`config.mk`:
```
export PLATFORM = sky130hd
export DESIGN_NAME = link_loss_permit_latch
export DESIGN_NICKNAME = d
export VERILOG_FILES = /design/src/hdl/llpl_pkg.sv /design/src/hdl/link_loss_permit_latch.sv
export VERILOG_INCLUDE_DIRS = /design/src /design/src/hdl
export SDC_FILE = /design/constraint.sdc
export NUM_CORES = 1
export LEC_CHECK = 0
export BUFFER_PORTS_ARGS = -buffer_cell sky130_fd_sc_hd__buf_4
export CORE_UTILIZATION = 25
export DETAILED_ROUTE_END_ITERATION = 16
export PLACE_DENSITY = 0.37
export SKIP_LAST_GASP = 1
export SYNTH_ARGS = -nofsm -noshare
export SYNTH_HDL_FRONTEND = slang
export SYNTH_SLANG_ARGS = --single-unit
```
`constraint.sdc`:
```
create_clock -name clk -period 5.09 [get_ports clk]
set_input_delay 0.2545 -clock clk [delete_from_list [all_inputs] [get_ports clk]]
set_output_delay 0.2545 -clock clk [all_outputs]
set_load 0.01 [all_outputs]
```
`src/hdl/link_loss_permit_latch_assert.svh`:
```
// Assertion macros for the link loss permit latch.
`ifndef LINK_LOSS_PERMIT_LATCH_ASSERT_SVH
`define LINK_LOSS_PERMIT_LATCH_ASSERT_SVH
`ifndef SYNTHESIS
// Same-cycle implication, checked outside reset.
`define LLPL_ASSERT_IMPL(label, clk, rst_n, cond, prop, msg) \
    label: assert property (@(posedge clk) disable iff (!rst_n) (cond) |-> (prop)) \
        else $error(msg);
// Next-cycle implication, checked outside reset.
`define LLPL_ASSERT_NEXT(label, clk, rst_n, cond, prop, msg) \
    label: assert property (@(posedge clk) disable iff (!rst_n) (cond) |=> (prop)) \
        else $error(msg);
`else
`define LLPL_ASSERT_IMPL(label, clk, rst_n, cond, prop, msg)
`define LLPL_ASSERT_NEXT(label, clk, rst_n, cond, prop, msg)
`endif
`endif

```
`src/hdl/llpl_pkg.sv`:
```
// Shared constants for the link loss permit latch.
package llpl_pkg;

    localparam int CFG_INDEX_BITS = 3;

    localparam logic [CFG_INDEX_BITS-1:0] REG_BAND_LOW       = 3'd0;
    localparam logic [CFG_INDEX_BITS-1:0] REG_BAND_HIGH      = 3'd1;
    localparam logic [CFG_INDEX_BITS-1:0] REG_RECOVER_HOLD   = 3'd2;
    localparam logic [CFG_INDEX_BITS-1:0] REG_LATCH_TIMEOUT  = 3'd3;
    localparam logic [CFG_INDEX_BITS-1:0] REG_RECONN_GRACE   = 3'd4;
    localparam logic [CFG_INDEX_BITS-1:0] REG_RECONN_PERIOD  = 3'd5;

    localparam int BAND_LOW_RESET      = 700;
    localparam int BAND_HIGH_RESET     = 1300;
    localparam int RECOVER_HOLD_RESET  = 50;
    localparam int LATCH_TIMEOUT_RESET = 250;
    localparam int RECONN_GRACE_RESET  = 25;
    localparam int RECONN_PERIOD_RESET = 50;

    localparam logic [1:0] ZONE_UNKNOWN = 2'd0;
    localparam logic [1:0] ZONE_CENTER  = 2'd1;
    localparam logic [1:0] ZONE_EXTREME = 2'd2;

endpackage

```
`src/hdl/link_loss_permit_latch.sv`:
```
// Link loss permit latch: zone classifier, link state machine and reconnect pacing.
//
//  channel  | handshake               | payload
//  ---------+-------------------------+-----------------------------------------------
//  in       | in_valid / in_ready     | link_up, switch_value
//  out      | out_valid / out_ready   | permit, link_ok, link_state, switch_zone,
//           |                         | reconnect_request
//  cfg      | cfg_write_en            | cfg_index, cfg_data
//
// One request per cycle unless out_ready stalls the output: an input register feeds the state
// update and the result register, so each request passes through both registers to the output.
// All state (link machine, streak and age counters) updates when the result register loads.
// While a result waits on out_ready the input register takes one more request,
// then in_ready stays low until out_ready returns.
// Reset: machine ok, ages zero, request timer saturated, registers at defaults.
`include "link_loss_permit_latch_assert.svh"
module link_loss_permit_latch
    import llpl_pkg::*;
#(
    parameter int TIMER_BITS   = 16,
    parameter int CHANNEL_BITS = 11,
    localparam int CFG_BITS    = (TIMER_BITS > CHANNEL_BITS) ? TIMER_BITS : CHANNEL_BITS
)
(
    input  logic                      clk,
    input  logic                      rst_n,
    input  logic                      in_valid,
    output logic                      in_ready,
    input  logic                      link_up,
    input  logic [CHANNEL_BITS-1:0]   switch_value,
    output logic                      out_valid,
    input  logic                      out_ready,
    output logic                      permit,
    output logic                      link_ok,
    output logic [1:0]                link_state,
    output logic [1:0]                switch_zone,
    output logic                      reconnect_request,
    input  logic                      cfg_write_en,
    input  logic [CFG_INDEX_BITS-1:0] cfg_index,
    input  logic [CFG_BITS-1:0]       cfg_data
);

    typedef enum logic [1:0] {
        ST_OK      = 2'd0,
        ST_LOST    = 2'd1,
        ST_LATCHED = 2'd2
    } link_state_t;

    function automatic logic [TIMER_BITS-1:0] sat_inc(input logic [TIMER_BITS-1:0] v);
        sat_inc = (v == {TIMER_BITS{1'b1}}) ? v : v + 1'b1;
    endfunction

    // configuration
    logic [CHANNEL_BITS-1:0] band_low_reg;
    logic [CHANNEL_BITS-1:0] band_high_reg;
    logic [TIMER_BITS-1:0]   hold_reg;
    logic [TIMER_BITS-1:0]   timeout_reg;
    logic [TIMER_BITS-1:0]   grace_reg;
    logic [TIMER_BITS-1:0]   period_reg;

    always_ff @(posedge clk or negedge rst_n)
    begin
        if (!rst_n)
        begin
            band_low_reg  <= CHANNEL_BITS'(BAND_LOW_RESET);
            band_high_reg <= CHANNEL_BITS'(BAND_HIGH_RESET);
            hold_reg      <= TIMER_BITS'(RECOVER_HOLD_RESET);
            timeout_reg   <= TIMER_BITS'(LATCH_TIMEOUT_RESET);
            grace_reg     <= TIMER_BITS'(RECONN_GRACE_RESET);
            period_reg    <= TIMER_BITS'(RECONN_PERIOD_RESET);
        end
        else if (cfg_write_en)
        begin
            case (cfg_index)
                REG_BAND_LOW:      band_low_reg  <= cfg_data[CHANNEL_BITS-1:0];
                REG_BAND_HIGH:     band_high_reg <= cfg_data[CHANNEL_BITS-1:0];
                REG_RECOVER_HOLD:  hold_reg      <= cfg_data[TIMER_BITS-1:0];
                REG_LATCH_TIMEOUT: timeout_reg   <= cfg_data[TIMER_BITS-1:0];
                REG_RECONN_GRACE:  grace_reg     <= cfg_data[TIMER_BITS-1:0];
                REG_RECONN_PERIOD: period_reg    <= cfg_data[TIMER_BITS-1:0];
                default:           ;
            endcase
        end
    end

    // input register
    logic                    s1_valid_reg;
    logic                    s1_link_reg;
    logic [CHANNEL_BITS-1:0] s1_value_reg;
    logic                    out_valid_reg;
    logic                    advance;

    assign advance  = s1_valid_reg && (!out_valid_reg || out_ready);
    assign in_ready = !s1_valid_reg || advance;

    always_ff @(posedge clk or negedge rst_n)
    begin
        if (!rst_n)
        begin
            s1_valid_reg <= 1'b0;
        end
        else if (in_ready)
        begin
            s1_valid_reg <= in_valid;
        end
    end

    always_ff @(posedge clk)
    begin
        if (in_ready && in_valid)
        begin
            s1_link_reg  <= link_up;
            s1_value_reg <= switch_value;
        end
    end

    // tick state
    link_state_t           state_reg, state_next;
    logic                  prev_link_reg;
    logic                  primed_reg;
    logic                  ack_reg, ack_next;
    logic [TIMER_BITS-1:0] good_reg, good_next;
    logic [TIMER_BITS-1:0] bad_reg, bad_next;
    logic [TIMER_BITS-1:0] lost_reg, lost_next;
    logic [TIMER_BITS-1:0] since_reg, since_next;
    logic                  request_next;
    logic [1:0]            zone_next;
    logic                  stable;

    always_comb
    begin
        since_next   = sat_inc(since_reg);
        lost_next    = sat_inc(lost_reg);
        request_next = 1'b0;
        good_next    = '0;
        bad_next     = '0;
        if (!s1_link_reg)
        begin
            bad_next = (prev_link_reg || !primed_reg) ? '0 : sat_inc(bad_reg);
            if (bad_next >= grace_reg && since_next >= period_reg)
            begin
                request_next = 1'b1;
                since_next   = '0;
            end
        end
        else
        begin
            good_next = prev_link_reg ? sat_inc(good_reg) : '0;
        end

        if (!s1_link_reg)
            zone_next = ZONE_UNKNOWN;
        else if (s1_value_reg >= band_low_reg && s1_value_reg <= band_high_reg)
            zone_next = ZONE_CENTER;
        else
            zone_next = ZONE_EXTREME;

        stable     = s1_link_reg && (good_next >= hold_reg);
        state_next = state_reg;
        ack_next   = ack_reg;
        case (state_reg)
            ST_OK:
            begin
                if (!s1_link_reg)
                begin
                    lost_next  = '0;
                    ack_next   = 1'b0;
                    state_next = ST_LOST;
                end
            end
            ST_LOST:
            begin
                if (stable)
                    state_next = ST_OK;
                else if (lost_next >= timeout_reg)
                    state_next = ST_LATCHED;
            end
            default:
            begin
                // leave the latch only after extreme, then back to center on a stable link
                if (zone_next == ZONE_EXTREME)
                    ack_next = 1'b1;
                if (stable && ack_next && zone_next == ZONE_CENTER)
                    state_next = ST_OK;
            end
        endcase
    end

    always_ff @(posedge clk or negedge rst_n)
    begin
        if (!rst_n)
        begin
            state_reg     <= ST_OK;
            prev_link_reg <= 1'b0;
            primed_reg    <= 1'b0;
            ack_reg       <= 1'b0;
            good_reg      <= '0;
            bad_reg       <= '0;
            lost_reg      <= '0;
            since_reg     <= '1;
            out_valid_reg <= 1'b0;
        end
        else
        begin
            if (advance)
            begin
                state_reg     <= state_next;
                prev_link_reg <= s1_link_reg;
                primed_reg    <= 1'b1;
                ack_reg       <= ack_next;
                good_reg      <= good_next;
                bad_reg       <= bad_next;
                lost_reg      <= lost_next;
                since_reg     <= since_next;
                out_valid_reg <= 1'b1;
            end
            else if (out_ready)
            begin
                out_valid_reg <= 1'b0;
            end
        end
    end

    // result register
    always_ff @(posedge clk)
    begin
        if (advance)
        begin
            permit            <= (state_next == ST_OK) && (zone_next == ZONE_CENTER);
            link_ok           <= s1_link_reg;
            link_state        <= state_next;
            switch_zone       <= zone_next;
            reconnect_request <= request_next;
        end
    end

    assign out_valid = out_valid_reg;

    `LLPL_ASSERT_IMPL(a_request_only_when_down, clk, rst_n, out_valid && reconnect_request,
        !link_ok, "reconnect request on a healthy link")
    `LLPL_ASSERT_IMPL(a_zone_unknown_iff_down, clk, rst_n, out_valid,
        (switch_zone == ZONE_UNKNOWN) == !link_ok, "zone disagrees with link health")
    `LLPL_ASSERT_NEXT(a_no_direct_latch, clk, rst_n, state_reg == ST_OK,
        state_reg != ST_LATCHED, "latched without passing through lost transient")
    `LLPL_ASSERT_IMPL(a_permit_needs_ok, clk, rst_n, out_valid && permit,
        link_state == ST_OK && link_ok, "permit while link not ok")

endmodule

```
==> Word-level counts from Yosys, hierarchy flattened <==
Cells that the tools add are included.
W data, S select, Z words.
{ "totals": {"output_inout_bits": 9, "register_bits": 176, "elab_cells": 99} }
{ "op_classes": {"n_reduce_logical": 26, "order_cmp": 6, "n_eq_ne": 13, "addsub": 4, "n_mux": 26, "bitwise": 1} }
{ "op_table": {"columns": ["cell", "count"], "rows": [
  ["$mux W16", 12],
  ["$add A16 B1 Y16 const B", 4],
  ["$eq A16 B16 Y1 const B", 4],
  ["$ge A16 B16 Y1", 4],
  ["$mux W2", 6],
  ["$reduce_and A2 Y1", 6],
  ["$ge A11 B11 Y1", 1],
  ["$le A11 B11 Y1", 1],
  ["$logic_and A1 B1 Y1", 8],
  ["$eq A3 B2 Y1 const B", 2],
  ["$eq A3 B3 Y1 const B", 2],
  ["$mux W1", 6],
  ["$eq A2 B1 Y1 const B", 2],
  ["$logic_not A2 Y1", 2],
  ["$pmux W2 S2", 1],
  ["$eq A3 B1 Y1 const B", 1],
  ["$logic_not A1 Y1", 3],
  ["$logic_not A3 Y1", 1],
  ["$logic_or A1 B1 Y1", 3],
  ["$reduce_and A3 Y1", 1],
  ["$eq A2 B2 Y1 const B", 1],
  ["$ne A2 B2 Y1 const B", 1],
  ["$pmux W1 S2", 1],
  ["$reduce_bool A2 Y1", 1],
  ["2 further kinds", 2]
]} }

==> Longest topological paths before layout <==
{ "depth": {"word_depth": 13, "mapped_depth": 19, "mapped_depth_nobuf": 16} }

==> Worst setup path after synthesis <==
Ideal clock, no wire load.
{ "synth_path": {"path_type": "register -> register", "from": "register lost_reg[0]", "to": "register permit (data pin)", "setup_time_ns": 0.176, "arrival_ns": 3.401, "t_required_ns": 4.914, "synth_period_minus_slack_ns": 3.577, "n_path_buf": 1, "path_stages_with_launch": 17, "path_slack_ns": 1.513, "cell_sequence": "dfrtp_1 > ha_1 > nand2_1 > or4_1 > buf_2 > nor3_4 > nor2_4 > and3_4 > xor2_1 > ha_1 > a211o_1 > a21oi_1 > o21ai_0 > a211o_1 > a21oi_1 > inv_1 > nor4_1"} }
{ "synth_via": {"elab_chain_len": 8} }
{ "synth_rtl": {"columns": ["item", "line", "rtl"], "rows": [
  ["start: declaration", "link_loss_permit_latch.sv:124", "logic [TIMER_BITS-1:0] lost_reg, lost_next;"],
  ["start signal: assignment", "link_loss_permit_latch.sv:213", "lost_reg <= lost_next;"],
  ["$add A16 B1 Y16 / $eq A16 B16 Y1 (equally long branches)", "link_loss_permit_latch.sv:50", "sat_inc = (v == {TIMER_BITS{1'b1}}) ? v : v + 1'b1;"],
  ["$mux W16 *", "link_loss_permit_latch.sv:50", null],
  ["$ge A16 B16 Y1 *", "link_loss_permit_latch.sv:175", "else if (lost_next >= timeout_reg)"],
  ["$mux W2 *", "link_loss_permit_latch.sv:175", null],
  ["$mux W2 *", "link_loss_permit_latch.sv:173", "if (stable)"],
  ["$pmux W2 S2 *", "link_loss_permit_latch.sv:161", "case (state_reg)"],
  ["named net state_next[1]", "link_loss_permit_latch.sv:118", "link_state_t state_reg, state_next;"],
  ["$logic_not A2 Y1 *", "link_loss_permit_latch.sv:229", "permit <= (state_next == ST_OK) && (zone_next == ZONE_CENTER);"],
  ["$logic_and A1 B1 Y1 *", "link_loss_permit_latch.sv:229", null],
  ["end signal: assignment", "link_loss_permit_latch.sv:229", null],
  ["end: declaration", "link_loss_permit_latch.sv:33", "output logic permit,"]
]} }
Mark *: on every way through the listed nets, which the timed path passes. The rest lies on a longest branch.
A chain may end at the register's enable or synchronous reset.

==> Final worst setup path <==
{ "layout_path": {"from": "register bad_reg[6]", "to": "register since_reg[3]"} }
{ "layout_via": {"elab_chain_len": 7} }
{ "layout_rtl": {"columns": ["item", "line", "rtl"], "rows": [
  ["start: declaration", "link_loss_permit_latch.sv:123", "logic [TIMER_BITS-1:0] bad_reg, bad_next;"],
  ["start signal: assignment", "link_loss_permit_latch.sv:212", "bad_reg <= bad_next;"],
  ["$add A16 B1 Y16 / $eq A16 B16 Y1 (equally long branches)", "link_loss_permit_latch.sv:50", null],
  ["$mux W16 *", "link_loss_permit_latch.sv:50", null],
  ["$mux W16 *", "link_loss_permit_latch.sv:139", "bad_next = (prev_link_reg || !primed_reg) ? '0 : sat_inc(bad_reg);"],
  ["$ge A16 B16 Y1 *", "link_loss_permit_latch.sv:140", "if (bad_next >= grace_reg && since_next >= period_reg)"],
  ["$logic_and A1 B1 Y1 *", "link_loss_permit_latch.sv:140", null],
  ["$mux W16 *", "link_loss_permit_latch.sv:140", null],
  ["$mux W16 *", "link_loss_permit_latch.sv:137", "if (!s1_link_reg)"],
  ["end signal: assignment", "link_loss_permit_latch.sv:214", "since_reg <= since_next;"],
  ["end: declaration", "link_loss_permit_latch.sv:125", "logic [TIMER_BITS-1:0] since_reg, since_next;"]
]} }
Mark *: on every way between the ends. The rest lies on a longest branch, timed or not.

==> results.txt <==
Max Cap Viol: 0
PostCTS Resize Cnt: 0
Place WS: 690.3 ps
Core area: 40,830 sq um
Area leader, netlist: dfrtp_1
Net Sw Frac: 32.02%
Area contributors post-synth: dfrtp_1, ha_1, dfstp_2
Fin crit period: 4484 ps
Routed vias/inst: 4.612
Crit-path cells: and3_1 -> nand4_1 -> or4_1 -> nor2b_1 -> nand4_1 -> xnor2_1 -> nor2_1 -> ha_1 -> nand4_1 -> nor2_1 -> o211ai_1 -> o21ai_0 -> o32a_1 -> nor2_1 -> a22o_1
CP Buf/Inv Count: 0
Clock Sinks: 176
Post-route ant nets: 0
Netlist cell types: 60
First-pass GRT wire length: 44.65 mm
Origin of the critical flop-to-flop path: bad_reg[6]
Mean Syn Cell Area: 9.278 sq um
RSZ-0062 raised after global routing: false
Post-synth ARST share: 89.20%
Reg2Reg Depth: 15
Overall die width: 205.6 um
Fin. max-slew vios: 0
Largest delay contributor family on the critical path: simple AND/OR/NAND/NOR gates
DR pass1 iterations: 5
Worst vdd ir: 0.2352 mV
CTS Buf Count: 17
Vias in the first global route: 7,738
Total routed wirelength: 27.87 mm
Power Dens Cells: 333.7 nW/um^2
Slowest stage delay, CP: 780 ps
Htree depth: 4
Critical path capture point type: register
Synthesized net count: 1,243
Routability cong.: 0.7961
Status: completed
Worst R2R End: since_reg[3]
CTS clock-pin slew for the worst setup and hold paths: 70 ps
Hold path cells: 3
Largest net degree at the start of global routing: 72
Relative slew margins: 41.49%
Worst-margin pin slew: 875.1 ps
Critical path startpoint: bad_reg[6]
Post-layout nets: 1,286
Crit path kind: register to register
Critical path data required time: 5460 ps
Post-synth EDFFs: 19
Mapped Cells: 1,117
GRT Overall Usage: 13.99%
Root buf cell: clkbuf_16
Endpoints failing setup: 0
Cell Rows: 74
Number of diodes: 0
Final setup skew: 13.82 ps
Ys flop type: dfrtp_1
Hold WC Path Type: input pin to register
Combinational share of power: 22.3%
Crit Path Max Fanout: 16
FMAX: 223.0 MHz
Register area share after synthesis: 43.91%
Area added between synthesis and finish: 15.55%
Share of post-route cells with drive strength above 1: 15.43%
Wire length per cell: 16.35 um
Ys Warns: 0
Pint: 2.716 mW
Seq pwr share: 44.7%
Instance count on the critical path: 15
Synth top area share: 28.01%
Clock power frac: 32.9%
Synth Register Bits: 176
I/O Buffers: 44
CTS tree: yes
Period utilisation layout: 88.09%
Cell Area, Synth: 10,360 sq um
P_sw: 1.279 mW
Initial core utilization: 25.38%
Die Y: 205.6 um
DRC Markers: 0
Crit path DAT: 4850 ps
Initial DRC count: 417
Cell leakage power: 5.288 nW
# IOs: 45
Startpoint types: register
Via count: 7,864
Initial antenna violation count: 0
Hold Vio Cnt, Final: 0
DPL Wire Length: 19.48 mm
R2R Setup Slk: 610 ps
Slowest-stage cell, CP: or4_1
Longest Clk Path Bufs: 2
Grt total ovfl: 0
Die ar.: 42,270 sq um
Final Worst Setup Slack: 606.4 ps
Crit path capture: since_reg[3]
Clk_lat worst skew: 450 ps
Setup TNS: 0 ps
## worst min-delay path by stage
stage                               to    startpoint  slack, ps
after detailed placement  lost_reg[14]         rst_n        340
after CTS                 hold_reg[12]  cfg_data[12]         50
final                     hold_reg[12]  cfg_data[12]         60
after floorplan                ack_reg         rst_n        -40
after global placement    lost_reg[14]         rst_n        340
after global routing      hold_reg[15]  cfg_data[15]         60
## cell usage in the layout (no fill, tap or decap), types with 9 or more instances in the layout
cell             n
nand2_1        144
o21ai_0        116
dfrtp_1        116
inv_1           94
ha_1            90
nor2_1          74
a21oi_1         59
buf_4           55
mux2_2          43
dfstp_2         41
nand3_1         33
o31ai_1         25
xor2_1          23
nand4_1         19
edfxtp_1        19
xnor2_1         18
clkbuf_16       17
and3_1          15
a22o_1          15
nor3_1          14
dlygate4sd3_1   14
nor2b_1         13
a31oi_1         12
nand2b_1         9
## worst register-to-register path, stage by stage, from the launching register on
cell	delay, ps
dfrtp_1	450
and3_1	280
nand4_1	180
or4_1	780
nor2b_1	300
nand4_1	160
xnor2_1	130
nor2_1	60
ha_1	320
nand4_1	120
nor2_1	120
o211ai_1	100
o21ai_0	360
o32a_1	520
nor2_1	220
a22o_1	300
## final cells by class
type	count	area, sq um
fill	4280	28860
multi-input combinational	800	5281
sequential	176	4551
tap	532	665.6
timing repair buffer	70	564.3
clock buffer	18	429.2
inverter	95	356.6
clock inverter	14	127.6
## synth_stat cells (all sizes together), types with 2 or more instances
cell and number:
nand2 145, o21ai 118, dfrtp 116, inv 94, ha 90, nor2 76, a21oi 59, mux2 43
dfstp 41, clkbuf 34, nand3 33, o31ai 25, xor2 23, edfxtp 19, nand4 19, xnor2 18
and3 17, a22o 16, nor3 16, nor2b 13, a31oi 12, buf 12, nand2b 9, a211oi 8
a21o 6, mux2i 5, nand3b 4, o21a 4, or3 4, or4 4, a211o 3, and2 3
and4 3, nor3b 3, o41ai 3, a41oi 2, o211ai 2
## metrics by stage
step | area (sq um) | std cells | hold slack [ps] | power, mW | util, %
final | 11980 | 1705 | 59.35 | 3.996 | 29.33
after global routing | 11980 | 1705 | 60.58 | 4.291 | 29.33
after CTS | 11980 | 1705 | 48.30 | 4.079 | 29.33
after detailed placement | 11280 | 1659 | 338.4 | 2.716 | 27.62
after global placement | 11280 | 1659 | 342.6 | 2.707 | 27.62
after floorplan | 10360 | 1117 | -41.09 | 2.402 | -
## layer usage
layer | global-route usage, % | wire length, um
met5 | 0 | 0
met1 | 20.25 | 14570
met4 | 2.989 | 207
met2 | 21.54 | 12460
met3 | 2.471 | 632
## kinds of logic (layout without fill, tap and decap cells)
logic type | after synthesis | in the layout | share of synthesized area [%]
xor gates and xnor gates | 41 | 41 | 3.465
buffers and inverters | 141 | 197 | 5.276
and+or+nand+nor | 353 | 353 | 15.88
adders and majority gates | 90 | 90 | 10.87
DFF | 176 | 176 | 43.91
muxes | 48 | 48 | 5.155
AOI/OAI and AO/OA | 268 | 268 | 15.45
## power by group through the flow
| stage | Clock, mW | Sequential [mW] | Combinational (mW) |
|---|---|---|---|
| global placement | 0 | 1.81 | 0.894 |
| detailed placement | 0 | 1.82 | 0.900 |
| finish | 1.32 | 1.79 | 0.892 |
| CTS | 1.37 | 1.79 | 0.917 |
| floorplan | 0 | 1.78 | 0.623 |
| global route | 1.43 | 1.82 | 1.04 |
## timing repair
action                                  4_1_cts  5_1_grt
hold buffers                                 14        0
buffers inserted                              0        0
hold endpoints to repair                     61        0
endpoints found under the setup margin        0        0
No activity file was read; power rests on OpenSTA's default activity.
